**src/hdl/apt_pkg.sv**
```systemverilog
// ----------------------------------------------------------------------------
// Affine point transform package
// Shared widths, command codes and lane control for the vertex transform unit.
// ----------------------------------------------------------------------------
package apt_pkg;

   localparam int LANES      = 3;
   localparam int ENTRIES    = 12;
   localparam int ENTRY_W    = 4;
   localparam int WORD_W     = 32;
   localparam int VEC_W      = WORD_W + 1;
   localparam int PROD_W     = WORD_W + VEC_W;
   localparam int SUM_W      = PROD_W + 2;
   localparam int T_BASE     = 9;
   localparam int CMD_W      = 3;
   localparam int REQ_DATA_W = 136;
   localparam int RSP_DATA_W = LANES * WORD_W;

   typedef logic signed [WORD_W-1:0] word_type;
   typedef logic signed [VEC_W-1:0]  vec_type;

   typedef enum logic [CMD_W-1:0] {
      CMD_LOAD       = 3'd0,
      CMD_PT_GLOBAL  = 3'd1,
      CMD_PT_LOCAL   = 3'd2,
      CMD_VEC_GLOBAL = 3'd3,
      CMD_VEC_LOCAL  = 3'd4
   } cmd_type;

   typedef struct packed {
      logic prod_en;
      logic sum_en;
   } lane_ctl_type;

endpackage

```
**src/hdl/apt_matrix.sv**
```systemverilog
// ----------------------------------------------------------------------------
// Affine point transform matrix store
// Twelve-entry column-major 3x4 matrix with operand selection for the lanes.
// ----------------------------------------------------------------------------
module apt_matrix import apt_pkg::*; #(
   parameter int FRAC_BITS = 16
) (
   input  logic               clock,
   input  logic               reset,
   input  logic               wr_en,
   input  logic [ENTRY_W-1:0] wr_index,
   input  word_type           wr_value,
   input  cmd_type            cmd,
   input  word_type           p_in  [LANES],
   output word_type           m_sel [LANES][LANES],
   output word_type           t_sel [LANES],
   output vec_type            p_sel [LANES]
);

   localparam logic [WORD_W-1:0] ONE = WORD_W'(1) << FRAC_BITS;

   word_type store_ff [ENTRIES];

   always_ff @(posedge clock) begin
      if (reset) begin
         for (int i = 0; i < ENTRIES; i++) begin
            store_ff[i] <= (i < T_BASE && (i % (LANES + 1)) == 0) ? ONE : '0;
         end
      end else if (wr_en && wr_index < ENTRY_W'(ENTRIES)) begin
         store_ff[wr_index] <= wr_value;
      end
   end

   // global direction uses the columns as given, local uses the transpose
   always_comb begin
      logic to_global;
      to_global = (cmd == CMD_PT_GLOBAL) || (cmd == CMD_VEC_GLOBAL);
      for (int r = 0; r < LANES; r++) begin
         for (int k = 0; k < LANES; k++) begin
            m_sel[r][k] = to_global ? store_ff[k*LANES + r] : store_ff[r*LANES + k];
         end
         t_sel[r] = (cmd == CMD_PT_GLOBAL) ? store_ff[T_BASE + r] : '0;
         p_sel[r] = (cmd == CMD_PT_LOCAL) ?
                    vec_type'(p_in[r]) - vec_type'(store_ff[T_BASE + r]) :
                    vec_type'(p_in[r]);
      end
   end

endmodule

```
**config.mk**
```make
export PLATFORM = sky130hd
export DESIGN_NAME = apt_matrix
export DESIGN_NICKNAME = d
export VERILOG_FILES = /design/src/hdl/apt_pkg.sv /design/src/hdl/apt_matrix.sv
export SDC_FILE = /design/constraint.sdc
export NUM_CORES = 1
export LEC_CHECK = 0
export ABC_CLOCK_PERIOD_IN_PS = 3900
export BUFFER_PORTS_ARGS = -buffer_cell sky130_fd_sc_hd__buf_2
export CORE_AREA = 2 2 242 244
export CTS_CLUSTER_DIAMETER = 50
export CTS_CLUSTER_SIZE = 8
export DETAILED_ROUTE_END_ITERATION = 8
export DIE_AREA = 0 0 244 246
export PLACE_DENSITY_LB_ADDON = 0.3
export RECOVER_POWER = 25
export SLEW_MARGIN = 20
export SYNTH_ARGS = -nofsm -noshare
export SYNTH_HDL_FRONTEND = slang
export SYNTH_SLANG_ARGS = --single-unit
```
**constraint.sdc**
```tcl
create_clock -name clock -period 3.9 [get_ports clock]
set_input_delay 0.78 -clock clock [delete_from_list [all_inputs] [get_ports clock]]
set_output_delay 0.78 -clock clock [all_outputs]
set_load 0.02 [all_outputs]
```
After elaboration in Yosys (flattened, before gate mapping)
Memory sizes are Yosys's and may differ from the RTL's.
Cells that the tools add are included.

storage, ports and cells
  logic and storage cells = 31
  bits in writable memories = 384
  register bits = 0
  memories kept = 1

operators by class
  order comparisons = 1
  reduce and logical (&&, ||, !) cells = 3
  equal/unequal tests = 3
  muxes and demuxes = 20
  $add $sub $neg = 3

memories
  memory    depth  width  read ports  clocked after Yosys merged registers in  write ports  line              source
  store_ff  12     32     12          0                                        12           apt_matrix.sv:22  word_type store_ff [ENTRIES];

operator list
  kind                number
  $mux 32             10
  $mux 33             3
  $sub 32x32->33      3
  $reduce_or 32->1    1
  $eq 3x2->1 const B  2
  $mux 1              6
  $lt 4x4->1 const B  1
  $mux 4              1
  $eq 3x1->1 const B  1
  $logic_and 1x1->1   1
  $logic_or 1x1->1    1

Depth between registers and ports, before layout
Gate-level depths: netlist of run 1.

  depth after elaboration = 7
  mapped depth = 12
  mapped depth without buffers = 12

Worst setup path after synthesis of run 1
Ideal clock, no wire load.

  path type = input-to-output
  from = in p_in[0] (netlist bit)
  to = out p_sel[28] (netlist bit)
  arrival = 3.375 ns
  setup slack = -0.255 ns
  path buffers = 0
  cell stages on the path = 12
  required time = 3.120 ns
  cell sequence = inv_1 > ha_1 > fa_1 > and2b_1 > o211ai_1 > a21boi_0 > a41o_2 > a41o_1 > a21oi_1 > o31ai_1 > xnor2_1 > o21ai_0

RTL lines
  item                line              source
  start: declaration  apt_matrix.sv:14  input word_type p_in [LANES],
  end: declaration    apt_matrix.sv:17  output vec_type p_sel [LANES]

==> impl_summary.log, run 1 <==
[metrics] Max Transition Viols Final: 99
[metrics] total grt overflow: 0
[metrics] share of the yosys chip area belonging to registers: 0.493
[metrics] CP Data Arrival Time: 3.49 ns
[metrics] classification of the worst setup path: flop to output pin
[metrics] number of detailed-routing iterations run before antenna repair: 6
[metrics] antenna violations before repair: 10
[metrics] violations in the final reports: max-capacitance violations, max-slew violations, negative setup slack
[metrics] number of flip-flops in the largest register: 384
[metrics] met1 layer usage reported by global route: 0.376
[metrics] count of non-filler cells in the finished layout: 4056
[metrics] worst-margin pin slew: 1.58 ns
[metrics] library cell with the largest summed area after synthesis: edfxtp_1
[metrics] final count of negative-setup-slack endpoints: 51
[metrics] iteration-0 DRC count of the detailed router: 1824
[metrics] Tcrit/Tclk final: 1.09
[metrics] register bank with the most flops: store_ff
[metrics] initial standard-cell utilization of the core: 0.408
[metrics] Inserted Clock Buffers: 54
[metrics] wire length after detailed routing: 93.0 mm
[metrics] critical path required time: 3.12 ns
[metrics] total power draw: 0.0123 W
[metrics] DP Area: 0.0283 sq mm
[metrics] worst hold path class: input pin to flop
[metrics] IR Drop Worst-Case VDD: 414 uV
[metrics] highest attainable clock frequency: 234 MHz
[metrics] die area: 0.0600 sq mm
[metrics] routing usage on met2: 0.512
[metrics] RSZ-0062 raised after global routing: true
[metrics] Clk Tree Root Cell: clkbuf_16
[metrics] portion of synthesized cell area occupied by the leading cell type: 0.493
[metrics] pin count of the biggest net entering global routing: 89
[metrics] run status: finished with violations
[metrics] met3 capacity usage during global routing: 0.0618
[metrics] site row count: 88
[metrics] reported max-cap violation count: 3
[metrics] layout net count: 3515
[metrics] number of global-route vias before repair: 20600
[metrics] total non-filler cell area in the finished layout: 0.0308 sq mm
[metrics] yosys warns: 0
[metrics] synthesized area: 0.0234 sq mm
[metrics] Critical Path Start Type: flop
[metrics] share of post-route cells with drive strength above 1: 0.306
[metrics] synthesized net count: 2817
[metrics] post-detailed-route via-to-cell ratio: 5.25
[metrics] share of the core filled with cells: 0.537
[metrics] critical path fanouts, max: 2
[metrics] post-layout minimum cycle time: 4.27 ns
[metrics] power per unit of standard cell area: 398 mW/mm^2
[metrics] Area contributors post-synth: edfxtp_1 (49%), nand2_1 (12%), and2_1 (10%)
[metrics] GR Util All Layers: 0.298
[metrics] boundary pin count: 621
[metrics] hold buffers post-CTS: 0
[metrics] leakage: 14.3 nW
[metrics] most frequently used cell type in the post-synthesis netlist: nand2_1
[metrics] die width: 244 um
[metrics] TritonCTS clock tree: done
[metrics] minimum setup slack in the final design: -0.370 ns
[metrics] Inst Count DP: 3960
[metrics] IO Port Bufs: 620
[metrics] global route hottest layer: met2
[metrics] total number of H-tree levels: 2
[metrics] routability congestion estimate from global placement: 1.02
[metrics] share of flip-flops with an asynchronous set or reset: 0
[metrics] number of design rule violations left after detail routing: 0
[metrics] number of buffers on the longest clock path: 3
[metrics] clock sink count: 384
[metrics] placeable core region: 0.0574 sq mm
[metrics] total half-perimeter wirelength after legalization and detailed placement: 68.9 mm
[metrics] kind of end point of the critical path: output pin
[metrics] average detailed-routed wire length per instance: 22.9 um
[metrics] Primary FF master, synth: edfxtp_1
[metrics] register clock-pin slew on the reported worst setup and hold paths: 0.05 ns
[metrics] number of nets with antenna violations after routing: 0
[metrics] via total after detailed routing: 21300
[metrics] Post-synth EDFFs: 384
[metrics] layout overhead on the synthesized area: 31.7%
[metrics] setup TNS after final layout: -9.58 ns
[metrics] Avg Cell Area, Syn: 9.07 sq um
[metrics] final-report hold violation count: 0
[metrics] most frequent cells after synthesis: nand2_1 (720), and2_1 (390), edfxtp_1 (384)
[metrics] vertical extent of the die: 246 um
[metrics] number of different library cells in the post-synthesis netlist: 67
[metrics] flops & latches, synth: 384
[metrics] Slew HR: -0.0507
[metrics] gate count after technology mapping: 2580
[metrics] wire length of the first global-routing pass: 133 mm
[metrics] registers with the highest flip-flop counts: store_ff: 384 flops
-- power by group --
| part | leakage (nW) | internal (W) | switching, W |
|---|---|---|---|
| Clock | 0.711 | 0.00250 | 0.00167 |
| Sequential | 3.66 | 0.00479 | 0.000104 |
| Combinational | 9.91 | 0.00117 | 0.00203 |
-- through the flow --
step	hold slack (ns)	setup WS, ns
after floorplan	0.958	-0.107
after global placement	1.22	-0.393
after detailed placement	1.22	-0.453
after CTS	0.748	-0.426
after global routing	0.758	-0.536
final	0.754	-0.370
-- kinds of logic after synthesis --
kind of cell,synth area share
buffers and inverters,0.0470
multiplexers,0.000428
XOR/XNOR,0.0311
flip-flops,0.493
AO/OA/AOI/OAI,0.0958
adder cells (fa/ha/maj),0.0539
AND/OR/NAND/NOR,0.279
-- timing repair --
action,CTS,global route
pin swaps,99,73
cloned,0,0
setup endpoints to repair,66,68
setup buffers,22,14
resized for setup,163,82
-- cell usage in the layout, fill, tap and decap left out, types with 19 or more instances in the layout --
| master | synthesis | layout |
|---|---|---|
| a21o_1 | 39 | 39 |
| a21oi_1 | 69 | 54 |
| and2_0 | 0 | 148 |
| and2_1 | 390 | 242 |
| buf_2 | 0 | 561 |
| buf_4 | 0 | 186 |
| buf_6 | 0 | 33 |
| clkbuf_1 | 157 | 22 |
| clkbuf_16 | 0 | 54 |
| edfxtp_1 | 384 | 384 |
| ha_1 | 96 | 87 |
| inv_1 | 125 | 115 |
| nand2_1 | 720 | 718 |
| nand2b_1 | 24 | 19 |
| nor2_1 | 62 | 55 |
| nor3_1 | 105 | 104 |
| o21ai_0 | 119 | 67 |
| o21ai_1 | 9 | 43 |
| o21ai_2 | 2 | 20 |
| xnor2_1 | 50 | 35 |
| xor2_1 | 33 | 31 |
-- worst max-delay path: stages, from the launching register on --
cell and delay [ns]:
edfxtp_1 0.52, ha_4 0.24, fa_2 0.34, and2b_1 0.21, o211ai_1 0.13, a21boi_2 0.20, a41o_2 0.26, a41o_1 0.25
a21oi_2 0.10, buf_4 0.15, nor2_2 0.11, xnor2_2 0.14, o21ai_1 0.09, buf_4 0.17
-- routing by layer --
layer / wire, um / part of all wire / up-vias
met3: 7230 / 0.078 / 138
met1: 37300 / 0.40 / 10300
li1: - / - / 10000
met4: 2960 / 0.032 / 0
met5: 0 / 0 / -
met2: 45500 / 0.49 / 861
-- final timing paths --
kind	startpoint	end	slack, ns	depth (start not counted)
hold / removal	wr_value[7]	store_ff[2][7]	0.75	2
setup / recovery	store_ff[11][0]	p_sel[24]	-0.37	13
-- layout make-up --
type	instances	area, sq um
fillers	5258	26500
multi-input cells	1903	11600
clock buffers	55	1360
clock inverters	5	91.3
flip-flops and latches	384	11500
inverters	125	477
repair buffers	810	4830
well taps	765	957
diodes	9	22.5
(Power assumes the default switching activity.)
==> inputs of run 2 (changes only) <==
--- a/config.mk
+++ b/config.mk
@@ -7,3 +7,3 @@
 export LEC_CHECK = 0
-export ABC_CLOCK_PERIOD_IN_PS = 3900
+export ABC_CLOCK_PERIOD_IN_PS = 3500
 export BUFFER_PORTS_ARGS = -buffer_cell sky130_fd_sc_hd__buf_2
==> constraint.sdc (replaced) <==
create_clock -name clock -period 3.5 [get_ports clock]
set_input_delay 0.35 -clock clock [delete_from_list [all_inputs] [get_ports clock]]
set_output_delay 0.35 -clock clock [all_outputs]
set_load 0.02 [all_outputs]
==> impl_summary.log, run 2 (synthesis gave the netlist of run 1 again) <==
[metrics] worst-margin pin slew: 1.71 ns (was 1.58 ns)
[metrics] library cell contributing the largest single delay on the critical path: edfxtp_1 (unchanged)
[metrics] most frequent standard cell in the layout excluding fill and tap cells: nand2_1 (unchanged)
[metrics] DP Area: 0.0275 sq mm (was 0.0283 sq mm)
[metrics] hold buffers post-CTS: 0 (unchanged)
[metrics] worst hold path class: input pin to flop (unchanged)
[metrics] antenna violations before repair: 13 (was 10)
[metrics] GR Util All Layers: 0.279 (was 0.298)
[metrics] clock sink count: 384 (unchanged)
[metrics] TritonCTS clock tree: done (unchanged)
[metrics] vertical extent of the die: 246 um (unchanged)
[metrics] reported max-cap violation count: 5 (was 3)
[metrics] number of nets with antenna violations after routing: 0 (unchanged)
[metrics] via total after detailed routing: 21000 (was 21300)
[metrics] register bank with the most flops: store_ff (unchanged)
[metrics] iteration-0 DRC count of the detailed router: 1431 (was 1824)
[metrics] Max Transition Viols Final: 164 (was 99)
[metrics] Critical Path Start Type: flop (unchanged)
[metrics] power per unit of standard cell area: 456 mW/mm^2 (was 398 mW/mm^2)
[metrics] cell family contributing the most delay on the critical path: compound AO/OA/AOI/OAI gates (unchanged)
[metrics] boundary pin count: 621 (unchanged)
[metrics] total grt overflow: 0 (unchanged)
[metrics] violations in the final reports: max-capacitance violations, max-slew violations, negative setup slack (unchanged)
[metrics] average detailed-routed wire length per instance: 21.8 um (was 22.9 um)
[metrics] register clock-pin slew on the reported worst setup and hold paths: 0.05 ns (about the same)
[metrics] routability congestion estimate from global placement: 0.963 (was 1.02)
[metrics] wire length after detailed routing: 87.0 mm (was 93.0 mm)
[metrics] Tcrit/Tclk final: 1.12
[metrics] initial standard-cell utilization of the core: 0.408 (unchanged)
[metrics] die area: 0.0600 sq mm (unchanged)
[metrics] number of detailed-routing iterations run before antenna repair: 7 (was 6)
[metrics] classification of the worst setup path: flop to output pin (unchanged)
[metrics] placeable core region: 0.0574 sq mm (unchanged)
[metrics] wire length of the first global-routing pass: 125 mm (was 133 mm)
[metrics] number of flip-flops in the largest register: 384 (unchanged)
[metrics] total non-filler cell area in the finished layout: 0.0304 sq mm (was 0.0308 sq mm)
[metrics] pin count of the biggest net entering global routing: 107 (was 89)
[metrics] Clk Tree Root Cell: clkbuf_16 (unchanged)
[metrics] layout overhead on the synthesized area: 30.1% (was 31.7%)
[metrics] worst path cell trace: ha_2, fa_2, nand2b_4, a211oi_4, a2111oi_4, o211ai_2, a31oi_4, o31a_1, buf_4, o21bai_1, xnor2_1, o21ai_1, buf_4 (was ha_4, fa_2, and2b_1, o211ai_1, a21boi_2, a41o_2, a41o_1, a21oi_2, buf_4, nor2_2, xnor2_2, o21ai_1, buf_4)
[metrics] Worst path max stage delay: 0.39 ns (was 0.52 ns)
[metrics] CP Data Arrival Time: 3.56 ns (was 3.49 ns)
[metrics] total half-perimeter wirelength after legalization and detailed placement: 62.5 mm (was 68.9 mm)
[metrics] IR Drop Worst-Case VDD: 468 uV (was 414 uV)
[metrics] number of global-route vias before repair: 20000 (was 20600)
[metrics] critical path required time: 3.15 ns (was 3.12 ns)
[metrics] die width: 244 um (unchanged)
[metrics] number of design rule violations left after detail routing: 0 (unchanged)
[metrics] site row count: 88 (unchanged)
[metrics] number of buffers on the longest clock path: 3 (unchanged)
[metrics] post-layout minimum cycle time: 3.91 ns
[metrics] minimum setup slack in the final design: -0.412 ns (was -0.370 ns)
[metrics] commonest cells after routing, fill and taps aside: nand2_1 (720), buf_2 (572), edfxtp_1 (384) (was nand2_1 (718), buf_2 (561), edfxtp_1 (384))
[metrics] total number of H-tree levels: 2 (unchanged)
[metrics] highest attainable clock frequency: 256 MHz
[metrics] Inserted Clock Buffers: 58 (was 54)
[metrics] post-detailed-route via-to-cell ratio: 5.26 (was 5.25)
[metrics] IO Port Bufs: 620 (unchanged)
[metrics] most common cell type on the critical path: buf_4 (unchanged)
[metrics] run status: finished with violations (unchanged)
[metrics] worst setup slack before clock tree synthesis: -0.110 ns (was -0.453 ns)
[metrics] kind of end point of the critical path: output pin (unchanged)
[metrics] Slew HR: -0.139 (was -0.0507)
[metrics] RSZ-0062 raised after global routing: true (unchanged)
[metrics] share of post-route cells with drive strength above 1: 0.294 (was 0.306)
[metrics] WP buf/inv: 2 (unchanged)
[metrics] final count of negative-setup-slack endpoints: 39 (was 51)
[metrics] critical path fanouts, max: 4 (was 2)
[metrics] registers with the highest flip-flop counts: store_ff: 384 flops (unchanged)
[metrics] leakage: 14.0 nW (was 14.3 nW)
[metrics] final-report hold violation count: 0 (unchanged)
[metrics] layout net count: 3450 (was 3515)
==> run 2: where the power goes <==
group | total, W | internal (W) | switching [W]
Sequential | 0.00544 | 0.00534 | 0.000108
Clock | 0.00505 | 0.00312 | 0.00193
Combinational | 0.00338 | 0.00120 | 0.00218
Total | 0.0139 | 0.00965 | 0.00422
==> run 2: what timing repair did <==
action                     4_1_cts  5_1_grt
cloned                           0        0
resized for setup              181       80
pin swaps                       72       57
buffers inserted                44       18
setup endpoints to repair       58       60
==> run 2: through the flow <==
stage	util	setup TNS, ns	total power, W	instances	hold slack [ns]
final	0.531	-7.32	0.0139	4000	0.297
after CTS	0.524	-7.23	0.0138	3978	0.266
after floorplan	-	0	0.00737	2580	0.528
after global placement	0.479	-0.115	0.00852	3864	0.794
after global routing	0.530	-13.24	0.0144	3994	0.287
after detailed placement	0.479	-0.231	0.00853	3864	0.793
==> run 2: layout make-up <==
class,instances,area [sq um]
fill,5164,26900
timing repair buffer,741,4270
sequential,384,11500
clock inverter,8,106
antenna,8,20.0
inverter,125,469
clock buffer,66,1500
tap,765,957
multi-input combinational,1903,11600
==> run 2: path summary, 6_finish.rpt <==
check / startpoint / end / depth (start not counted)
worst min-delay path: wr_value[2] / store_ff[4][2] / 2
worst max-delay path: store_ff[9][0] / p_sel[92] / 13
==> run 2: routing by layer <==
layer / track usage / vias up / part of all wire
met4: 0.108 / 4 / 0.041
met5: 0 / - / 0.00028
met2: 0.475 / 991 / 0.48
met1: 0.342 / 9936 / 0.39
li1: - / 9916 / -
met3: 0.0655 / 181 / 0.090
